`config.mk`:
```
export PLATFORM = sky130hd
export DESIGN_NAME = hamming_check_and_correct
export DESIGN_NICKNAME = d
export VERILOG_FILES = /design/src/hw/rtl/hcc_pkg.sv /design/src/hw/rtl/hcc_syndrome.sv /design/src/hw/rtl/hcc_corrector.sv /design/src/hw/rtl/hamming_check_and_correct.sv
export SDC_FILE = /design/constraint.sdc
export NUM_CORES = 1
export LEC_CHECK = 0
export ABC_AREA = 1
export BUFFER_PORTS_ARGS = -buffer_cell sky130_fd_sc_hd__buf_2
export CORE_ASPECT_RATIO = 1.25
export CORE_MARGIN = 5
export CORE_UTILIZATION = 51
export CTS_CLUSTER_DIAMETER = 40
export DETAILED_ROUTE_END_ITERATION = 8
export HOLD_SLACK_MARGIN = 0.1
export PLACE_DENSITY = 0.76
export SLEW_MARGIN = 20
export SYNTH_ARGS = -nofsm -noshare
export SYNTH_HDL_FRONTEND = slang
export SYNTH_SLANG_ARGS = --single-unit
```
`constraint.sdc`:
```
create_clock -name clk -period 3.6 [get_ports clk]
set_clock_uncertainty 0.2 [all_clocks]
set_input_delay 0.36 -clock clk [delete_from_list [all_inputs] [get_ports clk]]
set_output_delay 0.36 -clock clk [all_outputs]
set_load 0.03 [all_outputs]
```
`src/hw/rtl/hcc_pkg.sv`:
```
// shared constants and types of the hamming check and correct block
`timescale 1ns / 1ps

package hcc_pkg;

	// default data word width
	localparam int MAX_DATA_BITS_DEF = 15;

	// correction outcome codes
	typedef enum logic [1:0] {
		ST_NONE     = 2'd0,
		ST_FIXED    = 2'd1,
		ST_UNUSABLE = 2'd2
	} status_t;

endpackage

```
`src/hw/rtl/hcc_syndrome.sv`:
```
// length clamp, data masking, parity trees and syndrome of one word
`timescale 1ns / 1ps

module hcc_syndrome #(
	parameter int MAX_DATA_BITS = hcc_pkg::MAX_DATA_BITS_DEF,
	localparam int LW = $clog2(MAX_DATA_BITS + 1),
	localparam int PW = LW
) (
	input  logic [MAX_DATA_BITS-1:0] data_in,
	input  logic [LW-1:0]            len_in,
	input  logic [PW-1:0]            rx_par,
	output logic [MAX_DATA_BITS-1:0] data_masked,
	output logic [LW-1:0]            len_sat,
	output logic [PW-1:0]            par,
	output logic                     all_par,
	output logic [PW-1:0]            syn
);

	logic [PW-1:0] used;

	always_comb begin
		len_sat = (len_in > LW'(MAX_DATA_BITS)) ? LW'(MAX_DATA_BITS) : len_in;
		for (int k = 0; k < MAX_DATA_BITS; k++) begin
			data_masked[k] = data_in[k] & (LW'(k) < len_sat);
		end
		all_par = ^data_masked;
		// positions beyond the length are masked, so unused powers come out zero
		for (int p = 0; p < PW; p++) begin
			par[p] = 1'b0;
			for (int k = 0; k < MAX_DATA_BITS; k++) begin
				if ((((k + 1) >> p) & 1) != 0) begin
					par[p] = par[p] ^ data_masked[k];
				end
			end
			used[p] = (LW'(1) << p) <= len_sat;
		end
		syn = (par ^ rx_par) & used;
	end

endmodule

```
`src/hw/rtl/hcc_corrector.sv`:
```
// decides on the flip and applies it to the masked data
`timescale 1ns / 1ps

module hcc_corrector #(
	parameter int MAX_DATA_BITS = hcc_pkg::MAX_DATA_BITS_DEF,
	localparam int LW = $clog2(MAX_DATA_BITS + 1),
	localparam int PW = LW
) (
	input  logic [MAX_DATA_BITS-1:0] data_masked,
	input  logic [LW-1:0]            len_sat,
	input  logic [PW-1:0]            syn,
	input  logic                     mismatch,
	output logic [MAX_DATA_BITS-1:0] data_out,
	output hcc_pkg::status_t         status,
	output logic [LW-1:0]            flip_pos
);

	logic fix;

	always_comb begin
		fix      = 1'b0;
		status   = hcc_pkg::ST_NONE;
		flip_pos = '0;
		if (mismatch) begin
			// syndrome zero or past the length cannot name a data bit
			if (syn == '0 || syn > len_sat) begin
				status = hcc_pkg::ST_UNUSABLE;
			end else begin
				fix      = 1'b1;
				status   = hcc_pkg::ST_FIXED;
				flip_pos = syn;
			end
		end
		for (int k = 0; k < MAX_DATA_BITS; k++) begin
			data_out[k] = data_masked[k] ^ (fix && (syn == LW'(k + 1)));
		end
	end

endmodule

```
`src/hw/rtl/hamming_check_and_correct.sv`:
```
// top level of the hamming single error check and correct block
`timescale 1ns / 1ps

// usage
//  input channel: drive the word fields and raise start; a beat is taken at
//  every rising edge where start is high and busy is low. busy is always low,
//  so a new word can be offered in every cycle
//  result channel: done is high for exactly one cycle, the result fields are
//  valid in that cycle only; the receiver cannot stall, so no result is held
//  a taken beat is held in the input register, then its result in the result
//  register, which drives done and the result fields
//  throughput: one word per cycle, set by the single pass of xor trees and
//  the flip decision between the two registers
//  reset: arst_n low clears the valid flags of both stages at once; no result
//  appears for beats that were in flight
//  lengths above MAX_DATA_BITS are clamped; data bits past the length are
//  zero in corrected_data, parity bits for unused powers are zero
module hamming_check_and_correct #(
	parameter int MAX_DATA_BITS = hcc_pkg::MAX_DATA_BITS_DEF,
	localparam int LW = $clog2(MAX_DATA_BITS + 1),
	localparam int PW = LW
) (
	input  logic                     clk,
	input  logic                     arst_n,
	input  logic                     start,
	output logic                     busy,
	input  logic [MAX_DATA_BITS-1:0] data_bits,
	input  logic [LW-1:0]            data_length,
	input  logic [PW-1:0]            received_parity,
	input  logic                     received_overall,
	output logic                     done,
	output logic [PW-1:0]            computed_parity,
	output logic                     computed_overall,
	output logic [MAX_DATA_BITS-1:0] corrected_data,
	output logic [1:0]               correction_status,
	output logic [LW-1:0]            flipped_position
);

	// input stage
	logic                     valid_s1;
	logic [MAX_DATA_BITS-1:0] data_s1;
	logic [LW-1:0]            len_s1;
	logic [PW-1:0]            rx_par_s1;
	logic                     rx_all_s1;

	// combinational pass
	logic [MAX_DATA_BITS-1:0] data_masked;
	logic [LW-1:0]            len_sat;
	logic [PW-1:0]            par;
	logic                     all_par;
	logic [PW-1:0]            syn;
	logic [MAX_DATA_BITS-1:0] data_fixed;
	hcc_pkg::status_t         status;
	logic [LW-1:0]            flip_pos;

	// result stage
	logic                     done_s2;
	logic [PW-1:0]            par_s2;
	logic                     all_s2;
	logic [MAX_DATA_BITS-1:0] data_s2;
	hcc_pkg::status_t         status_s2;
	logic [LW-1:0]            flip_s2;

	// no internal backpressure, a beat is taken whenever start is high
	assign busy = 1'b0;

	always_ff @(posedge clk or negedge arst_n) begin
		if (!arst_n) begin
			valid_s1 <= 1'b0;
		end else begin
			valid_s1 <= start && !busy;
		end
	end

	// payload capture only on an accepted beat
	always_ff @(posedge clk) begin
		if (start && !busy) begin
			data_s1   <= data_bits;
			len_s1    <= data_length;
			rx_par_s1 <= received_parity;
			rx_all_s1 <= received_overall;
		end
	end

	hcc_syndrome #(
		.MAX_DATA_BITS(MAX_DATA_BITS)
	) u_syndrome (
		.data_in    (data_s1),
		.len_in     (len_s1),
		.rx_par     (rx_par_s1),
		.data_masked(data_masked),
		.len_sat    (len_sat),
		.par        (par),
		.all_par    (all_par),
		.syn        (syn)
	);

	// correction is attempted only when the overall parity disagrees
	hcc_corrector #(
		.MAX_DATA_BITS(MAX_DATA_BITS)
	) u_corrector (
		.data_masked(data_masked),
		.len_sat    (len_sat),
		.syn        (syn),
		.mismatch   (all_par != rx_all_s1),
		.data_out   (data_fixed),
		.status     (status),
		.flip_pos   (flip_pos)
	);

	always_ff @(posedge clk or negedge arst_n) begin
		if (!arst_n) begin
			done_s2 <= 1'b0;
		end else begin
			done_s2 <= valid_s1;
		end
	end

	always_ff @(posedge clk) begin
		if (valid_s1) begin
			par_s2    <= par;
			all_s2    <= all_par;
			data_s2   <= data_fixed;
			status_s2 <= status;
			flip_s2   <= flip_pos;
		end
	end

	assign done              = done_s2;
	assign computed_parity   = par_s2;
	assign computed_overall  = all_s2;
	assign corrected_data    = data_s2;
	assign correction_status = status_s2;
	assign flipped_position  = flip_s2;

	// every accepted beat yields a result after the input and result registers
	a_latency: assert property (@(posedge clk) disable iff (!arst_n)
		start |-> ##2 done)
		else $error("accepted beat produced no result");

	// a correction always names a position
	a_fix_pos: assert property (@(posedge clk) disable iff (!arst_n)
		done && correction_status == hcc_pkg::ST_FIXED |-> flipped_position != '0)
		else $error("correction without a position");

	// no correction means no position reported
	a_nofix_pos: assert property (@(posedge clk) disable iff (!arst_n)
		done && correction_status != hcc_pkg::ST_FIXED |-> flipped_position == '0)
		else $error("position reported without correction");

	// a correction requires the overall parity of the beat to disagree
	a_fix_mismatch: assert property (@(posedge clk) disable iff (!arst_n)
		done && correction_status == hcc_pkg::ST_FIXED
			|-> $past(received_overall, 2) != computed_overall)
		else $error("correction with matching overall parity");

endmodule
```
==> run summary, run 1 <==
Status = finished with violations
Violated checks = negative setup slack
Clk Latency, worst-skew pair = 0.31 ns
Vias per cell = 5.17
Worst path arrival time = 3.58 ns
Clk slew on worst S/H paths = 0.08 ns
RSZ-0062 raised after global routing = yes
Die X = 82.2 microns
Root Buffer Master = clkbuf_8
Die Height = 100 microns
Initial antenna violation count = 0
Routed WL per cell = 14.5 microns
Vias in the first global route = 2874
Final period util = 100%
Sequential-to-total area share from yosys stat = 46.7%
Placed Cells incl. Taps = 547
Fmax = 278 MHz
Fin cells = 605
ANT nets after route = 0
Via count = 3125
Initial core utilization = 51.6%
Clock buffer count from CTS = 5
Net Count, Synth = 419
PwrDens = 464 nW/um^2
Mapped cell area = 3330 sq um
Final wirelength = 8750 microns
CTS tree = done
Distinct cells, synth = 34
Top cell type's share of synthesized area = 45.1%
Commonest non-fill, non-tap cell in the layout = nand2_1
Crit. End Element = flop
Crit Path Category = reg2reg
IO buf count = 53
Drt drc = 0
Peak ir drop on the vdd network = 0.224 mV
Final Max Tran Viols = 0
Ys async rst share = 3.85%
Dpl hpwl = 6240 microns
Synthesized area per cell = 8.53 sq um
Critical Path Fanout Max = 7
Cell Rows = 33
Commonest cells after routing, fill and taps aside = nand2_1, buf_2, edfxtp_1
Clock network power share = 15.1%
# setup viols final = 1
# diodes = 0
Core area = 6440 sq um
Final worst-path setup slack = -0.00360 ns
All-Layer GR Usage = 20.9%
Worst hold path type = in2async
Startpoint types = flop
Logic pwr share = 47.5%
Setup_tns = -0.00360 ns
Max Cap Violations = 0
Synth-to-Final Area Change = 36.9%
Nets = 546
Tot Pwr = 2.11 mW
Share of layout cells above drive strength 1 = 40.3%
CTS Sinks = 52
Mapped Cells = 390
Total global routing overflow = 0
Post-synth EDFFs = 50
Primary FF master, synth = edfxtp_1
Rel. slew slack = 33.1%
P_leak = 2.13 nW
RePlAce Congestion = 0.906
Worst-margin pin slew = 1.00 ns
Min Tclk post-route = 3.60 ns
Yosys reg bits = 52
First-pass GRT wire length = 13100 microns
Sw Ratio = 40.0%
Largest net degree at the start of global routing = 28
DRT Pass-1 Iters = 5
Pint = 1.27 mW
P_sw = 844 uW
Ys Warns = 0
Top-Level Pins = 55
Iteration-0 DRC count of the detailed router = 258
Depth of the CTS H-tree = 2
Synth area leader = edfxtp_1
DP Worst Slack = -0.0530 ns
Die Outline Area = 8250 sq um
Maximum clock insertion buffer count = 2
Main area contributors after synthesis = edfxtp_1, nand2_1, nand3_1
Final hold viol count = 0
Flop pwr share = 37.4%
Required @ worst endpoint = 3.58 ns
## critical path, stage by stage (launching register included)
cell and delay (ns):
edfxtp_1 0.53, nor2_4 0.30, nand2_2 0.13, nand2_4 0.11, nand2_2 0.05, nand2_2 0.08
nor2_1 0.04, nor2_1 0.08, nand2_1 0.10, nand2_2 0.09, nand2_2 0.06, a21boi_2 0.16
ha_1 0.26, inv_1 0.07, nor2_1 0.04, nor2_1 0.12, a21oi_2 0.05, or2_4 0.22
nand3_2 0.08, nand2_2 0.07, nand2_4 0.09, nand2_4 0.06, nor2_8 0.17, buf_6 0.17
nand3_2 0.07, nand2_1 0.07
## kinds of logic (layout without fill, tap and decap cells)
kind of cell	Yosys count	in the layout	share of synthesized area [%]
other	1	1	0.113
flip-flops	52	52	46.7
AO/OA/AOI/OAI	10	10	2.37
XOR/XNOR	6	6	1.58
buffers and inverters	49	177	6.55
adder cells (fa/ha/maj)	2	2	0.752
AND/OR/NAND/NOR	270	270	42.0
## cell usage after synthesis (3+ instances only)
cell,instances
nor2_1,25
inv_1,35
inv_2,3
nand4_1,15
nor2_4,3
xor2_1,4
nand2_1,131
edfxtp_1,50
nand3_2,14
a21oi_1,3
nor2_2,4
nand3_1,43
nand2_4,6
buf_2,4
nand2_2,22
## worst paths after layout
check | from | end | slack (ns) | depth (start not counted)
max in group asynchronous | arst_n | done | 2.94 | 2
worst min register to register | data_s1[3] | corrected_data[3] | 0.59 | 4
worst max register to register | len_s1[3] | corrected_data[10] | -0.004 | 25
min in group clk | start | valid_s1 | 0.26 | 1
worst max-delay path | len_s1[3] | corrected_data[10] | -0.004 | 25
worst min-delay path | arst_n | valid_s1 | 0.17 | 2
## per-layer routing
metal	vias to the layer above	track usage, %	share of wire, %
li1	1542	-	-
met2	125	37.4	52
met5	-	0	0
met3	42	2.42	5.7
met4	0	10.4	5.2
met1	1416	23.9	37
## power groups by stage
stage | combinational (mW) | sequential [mW] | clock, mW
6_report | 1.00 | 0.790 | 0.318
5_1_grt | 1.08 | 0.797 | 0.348
4_1_cts | 0.866 | 0.789 | 0.324
3_5_place_dp | 0.828 | 0.806 | 0
3_3_place_gp | 0.818 | 0.804 | 0
2_1_floorplan | 0.506 | 0.902 | 0
## final cells by class
class	instances	area, sq um
flip-flops and latches	52	1550
clock inverters	1	3.75
clock buffers	7	76.3
inverters	42	169
multi-input cells	289	1710
fillers	507	1890
well taps	87	109
repair buffers	127	930
## repair_timing
item | CTS | global route
setup endpoints to repair | 19 | 21
pin swaps | 1 | 29
hold buffers | 25 | 0
hold endpoints to repair | 26 | 0
buffers inserted | 9 | 16
gates resized for setup | 0 | 63
cloned | 0 | 0
## metrics by stage
stage               utilization, %  cell area [sq um]  hold WS (ns)
floorplan                        -               3330        -0.136
CTS                           65.7               4230         0.165
global placement              59.6               3840       -0.0554
global route                  70.7               4550         0.176
detailed placement            59.6               3840       -0.0528
finish                        70.7               4550         0.169
## registers in the layout, indices dropped and copies added (netlist names), 2 cells and up
name and count:
rx_par_s1 4, computed_parity 4, corrected_data 15, data_s1 15
len_s1 4, flipped_position 4, correction_status 2
Power figures use the tool's default switching activity.
==> run 2: changes to the inputs <==
- REMOVE_ABC_BUFFERS: unset -> 1
==> run 2 against run 1 <==
Via count shrank 1.7%; count of clock-buffer cells in the layout is the same; critical path type unchanged; largest cell class unchanged; sequential cell count is the same; wire length shrank 4.5%; die area is the same; the run still ends with negative setup slack left; power shrank 2.0%; critical path depth grew 1; first-iteration DRC count shrank 12%; utilization shrank 1.4 points; maximum frequency shrank 1.8%; worst setup slack lost 0.067 ns.
==> run summary, run 2 (synthesis results as in run 1) <==
Placed Cells incl. Taps = 541
Clk slew on worst S/H paths = 0.09 ns
PwrDens = 463 nW/um^2
DP Worst Slack = -0.0894 ns
Peak ir drop on the vdd network = 0.228 mV
RSZ-0062 raised after global routing = yes
Share of layout cells above drive strength 1 = 36.2%
DRT Pass-1 Iters = 5
Final Max Tran Viols = 0
First-pass GRT wire length = 13200 microns
Worst hold path type = in2async
Vias per cell = 5.11
ANT nets after route = 0
Final hold viol count = 0
Die Height = 100 microns
Violated checks = negative setup slack
Initial core utilization = 51.6%
P_leak = 2.12 nW
Via count = 3072
Clk Latency, worst-skew pair = 0.30 ns
Min Tclk post-route = 3.67 ns
Final period util = 102%
R2R setup slack = -0.07 ns
Core area = 6440 sq um
Depth of the CTS H-tree = 2
Synth-to-Final Area Change = 34.2%
Maximum clock insertion buffer count = 2
Required @ worst endpoint = 3.58 ns
Die Outline Area = 8250 sq um
Setup_tns = -0.527 ns
Root Buffer Master = clkbuf_8
Cell Rows = 33
Top-Level Pins = 55
CTS Sinks = 52
Worst path arrival time = 3.65 ns
P_sw = 819 uW
Drt drc = 0
Startpoint types = flop
# setup viols final = 13
Die X = 82.2 microns
Pint = 1.25 mW
Crit Path Category = reg2reg
Fin cells = 601
Initial antenna violation count = 0
Crit. End Element = flop
Reg-to-Reg Start = len_s1[3]
Total global routing overflow = 0
Final wirelength = 8360 microns
Fmax = 272 MHz
Final worst-path setup slack = -0.0702 ns
Clock buffer count from CTS = 5
FILL cells = 521
RePlAce Congestion = 0.930
Critical Path Fanout Max = 8
Largest net degree at the start of global routing = 28
Vias in the first global route = 2954
Sw Ratio = 39.6%
Register area = 1550 sq um
Final instance area = 4460 sq um
Nets = 542
Commonest cells after routing, fill and taps aside = nand2_1, buf_2, edfxtp_1
Routed WL per cell = 13.9 microns
CTS tree = done
Placed Area = 3780 sq um
Max Cap Violations = 0
All-Layer GR Usage = 20.6%
Iteration-0 DRC count of the detailed router = 226
Commonest non-fill, non-tap cell in the layout = nand2_1
Critical path launch point = len_s1[3]
Clock network power share = 15.0%
Worst-margin pin slew = 1.01 ns
Flop pwr share = 37.9%
Rel. slew slack = 32.7%
Logic pwr share = 47.0%
Dpl hpwl = 5830 microns
# diodes = 0
IO buf count = 53
Footprint of the multi-input gates = 1660 sq um
Status = finished with violations
run 2: cell count changes in the layout (fill, tap and decap cells not counted), moves of 2 or more:
cell,previous run,this run
nand3_1,33,36
inv_2,5,3
inv_1,31,35
nand3_2,23,21
nand2_1,108,121
nand2_2,41,29
buf_6,9,5
run 2: worst max-delay path, stage by stage (launching register included):
cell      delay [ns]
edfxtp_1        0.48
buf_6           0.16
nor2_4          0.21
nand2_2         0.09
nand2_2         0.09
nand2_1         0.07
nand2_2         0.08
nor2_1          0.05
nor2_1          0.09
nand2_1         0.12
nand2_2         0.11
nand2_2         0.07
a21boi_2        0.16
ha_1            0.27
inv_1           0.06
nor2_1          0.03
nor2_1          0.11
a21oi_2         0.05
or2_4           0.24
nand3_2         0.07
nand2_2         0.06
nand2_4         0.11
nand2_4         0.07
nor2_8          0.18
buf_6           0.16
nand3_1         0.07
nand2_1         0.06
run 2: stage by stage:
step,hold WS [ns],util [%],power (mW)
floorplan,-0.136,-,1.37
global placement,-0.0557,58.7,1.58
detailed placement,-0.0543,58.7,1.60
CTS,0.161,65.0,1.94
global route,0.158,69.3,2.20
finish,0.164,69.3,2.07
run 2: cell type report:
cell class                      instances  share of cell area [%]
Sequential cell                        52                    34.8
Multi-Input combinational cell        289                    37.3
Timing Repair Buffer                  123                    20.1
Tap cell                               87                    2.44
Clock inverter                          1                  0.0841
Clock buffer                            7                    1.71
Inverter                               42                    3.64
run 2: per-layer routing:
| metal | vias to the layer above | wire length (microns) | track usage [%] |
|---|---|---|---|
| met5 | - | 0 | 0 |
| met1 | 1403 | 3210 | 23.2 |
| met2 | 109 | 4440 | 37.3 |
| met3 | 25 | 415 | 3.41 |
| met4 | 0 | 282 | 8.57 |
| li1 | 1535 | - | - |
run 2: power by group through the flow:
stage / clock (mW) / combinational (mW) / sequential [mW]
global route: 0.354 / 1.05 / 0.791
detailed placement: 0 / 0.792 / 0.805
finish: 0.311 / 0.972 / 0.784
global placement: 0 / 0.779 / 0.803
CTS: 0.326 / 0.831 / 0.786
floorplan: 0 / 0.463 / 0.906
run 2: what timing repair did:
item	4_1_cts	5_1_grt
pin swaps	1	29
gates resized for setup	0	37
hold endpoints to repair	26	0
setup buffers	10	16
setup endpoints to repair	19	21
gates cloned	0	1
hold buffers	25	0
run 2: worst paths after layout:
kind | end | cells after the start
worst max-delay path | corrected_data[11] | 26
worst min-delay path | done | 2
worst max register to register | corrected_data[11] | 26
worst min register to register | corrected_data[3] | 4
max in group asynchronous | valid_s1 | 2
min in group clk | valid_s1 | 1
==> run 3: changes to the inputs <==
- CORE_MARGIN: 5 -> 2
==> run 3 against run 2 <==
Critical path depth up 1; design area grew 1.3%; clock power increased by 2%; sequential share of layout area shrank 0.41 points; die area fell by 13%; global-route usage rose by 2.5 points; the run still ends with negative setup slack left; via count decreased by 1.5%; power up 2.4%; highest routed layer unchanged.
==> run summary, run 3 (synthesis results as in run 1) <==
First-pass GRT wire length = 13000 microns
Initial core utilization = 53.2%
Routed WL per cell = 13.7 microns
Worst hold margin = 0.162 ns
Drt drc = 0
Top delay family on crit path = simple AND/OR/NAND/NOR gates
# diodes = 0
PwrDens = 468 nW/um^2
P_leak = 2.13 nW
Reg-to-Reg End = corrected_data[11]
Final core utilization = 72.4%
WP depth = 27
Vias per cell = 5.06
Final wirelength = 8170 microns
Die X = 76.2 microns
Die Height = 94.3 microns
RePlAce Congestion = 0.919
Rel. slew slack = 62.5%
R2R setup slack = -0.05 ns
CTS Sinks = 52
Via count = 3025
Dpl hpwl = 5970 microns
DRT Pass-1 Iters = 4
Commonest cells after routing, fill and taps aside = nand2_1, buf_2, edfxtp_1
Violated checks = negative setup slack
Worst path arrival time = 3.63 ns
Top-Level Pins = 55
Min Tclk post-route = 3.65 ns
Worst-margin pin slew = 0.563 ns
Initial antenna violation count = 0
Nets = 541
Clk slew on worst S/H paths = 0.09 ns
Critical path's largest stage delay = 0.45 ns
All-Layer GR Usage = 23.1%
CP endpoint = corrected_data[11]
RSZ-0062 raised after global routing = yes
Fmax = 274 MHz
Required @ worst endpoint = 3.58 ns
Clk Latency, worst-skew pair = 0.30 ns
Crit Path Category = reg2reg
Reg-to-Reg Start = len_s1[3]
Iteration-0 DRC count of the detailed router = 234
Root Buffer Master = clkbuf_8
IO buf count = 53
Die Outline Area = 7190 sq um
Status = finished with violations
CTS tree = done
Critical Path Fanout Max = 6
Cell Rows = 32
Commonest non-fill, non-tap cell in the layout = nand2_1
Final worst-path setup slack = -0.0538 ns
Crit. End Element = flop
Critical path launch point = len_s1[3]
Final Max Tran Viols = 0
Peak ir drop on the vdd network = 0.249 mV
Reg2reg path depth = 27
# setup viols final = 16
Maximum clock insertion buffer count = 2
Synth-to-Final Area Change = 35.9%
Total global routing overflow = 0
Startpoint types = flop
ANT nets after route = 0
Worst hold path type = in2async
Depth of the CTS H-tree = 2
Final period util = 101%
Core area = 6250 sq um
Max Cap Violations = 0
Crit-path slowest cell = edfxtp_1
CP bufs+invs = 4
Final hold viol count = 0
Share of layout cells above drive strength 1 = 38.8%
Vias in the first global route = 2882
Largest net degree at the start of global routing = 28
Clock buffer count from CTS = 5
run 3: worst min-delay path by stage:
stage                       from        to  slack [ns]  cells after the start
after global routing      arst_n  valid_s1        0.17                      2
after CTS                 arst_n      done        0.16                      2
final                     arst_n  valid_s1        0.16                      2
after detailed placement  arst_n      done       -0.05                      1
after global placement    arst_n      done       -0.06                      1
after floorplan           arst_n      done       -0.14                      0
run 3: where the power goes:
part | total, mW | switching (mW) | leakage (nW) | internal, mW
Sequential | 0.785 | 0.0297 | 0.508 | 0.755
Combinational | 1.01 | 0.630 | 1.59 | 0.384
Clock | 0.318 | 0.180 | 0.0395 | 0.139
Total | 2.12 | 0.840 | 2.13 | 1.28
run 3: timing repair:
action / 4_1_cts / 5_1_grt
gates cloned: 0 / 1
hold buffers: 25 / 0
hold endpoints to repair: 26 / 0
pin swaps: 1 / 28
endpoints found under the setup margin: 15 / 21
gates resized for setup: 0 / 51
setup buffers: 2 / 13
run 3: area by class of cell:
| class | instances | area (sq um) |
|---|---|---|
| tap | 85 | 106 |
| inverter | 42 | 165 |
| fill | 480 | 1730 |
| timing repair buffer | 122 | 918 |
| multi-input combinational | 289 | 1700 |
| clock buffer | 8 | 80.1 |
| sequential | 52 | 1550 |
run 3: routing by layer:
metal | vias to the layer above | GRT usage (%) | routed length (microns)
met5 | - | 0 | 0
met4 | 0 | 11.8 | 301
met3 | 22 | 2.60 | 348
met2 | 114 | 42.0 | 4270
met1 | 1356 | 27.0 | 3250
li1 | 1533 | - | -
run 3: per-stage QoR:
stage / power, mW / instances / area [sq um] / setup TNS (ns) / setup WS [ns]
CTS: 2.00 / 584 / 4210 / 0 / 0.00811
finish: 2.12 / 598 / 4520 / -0.552 / -0.0538
global route: 2.23 / 598 / 4520 / -4.18 / -0.243
floorplan: 1.37 / 383 / 3270 / 0 / 0.0486
global placement: 1.65 / 549 / 3860 / 0 / 0.0934
detailed placement: 1.66 / 549 / 3860 / 0 / 0.00546
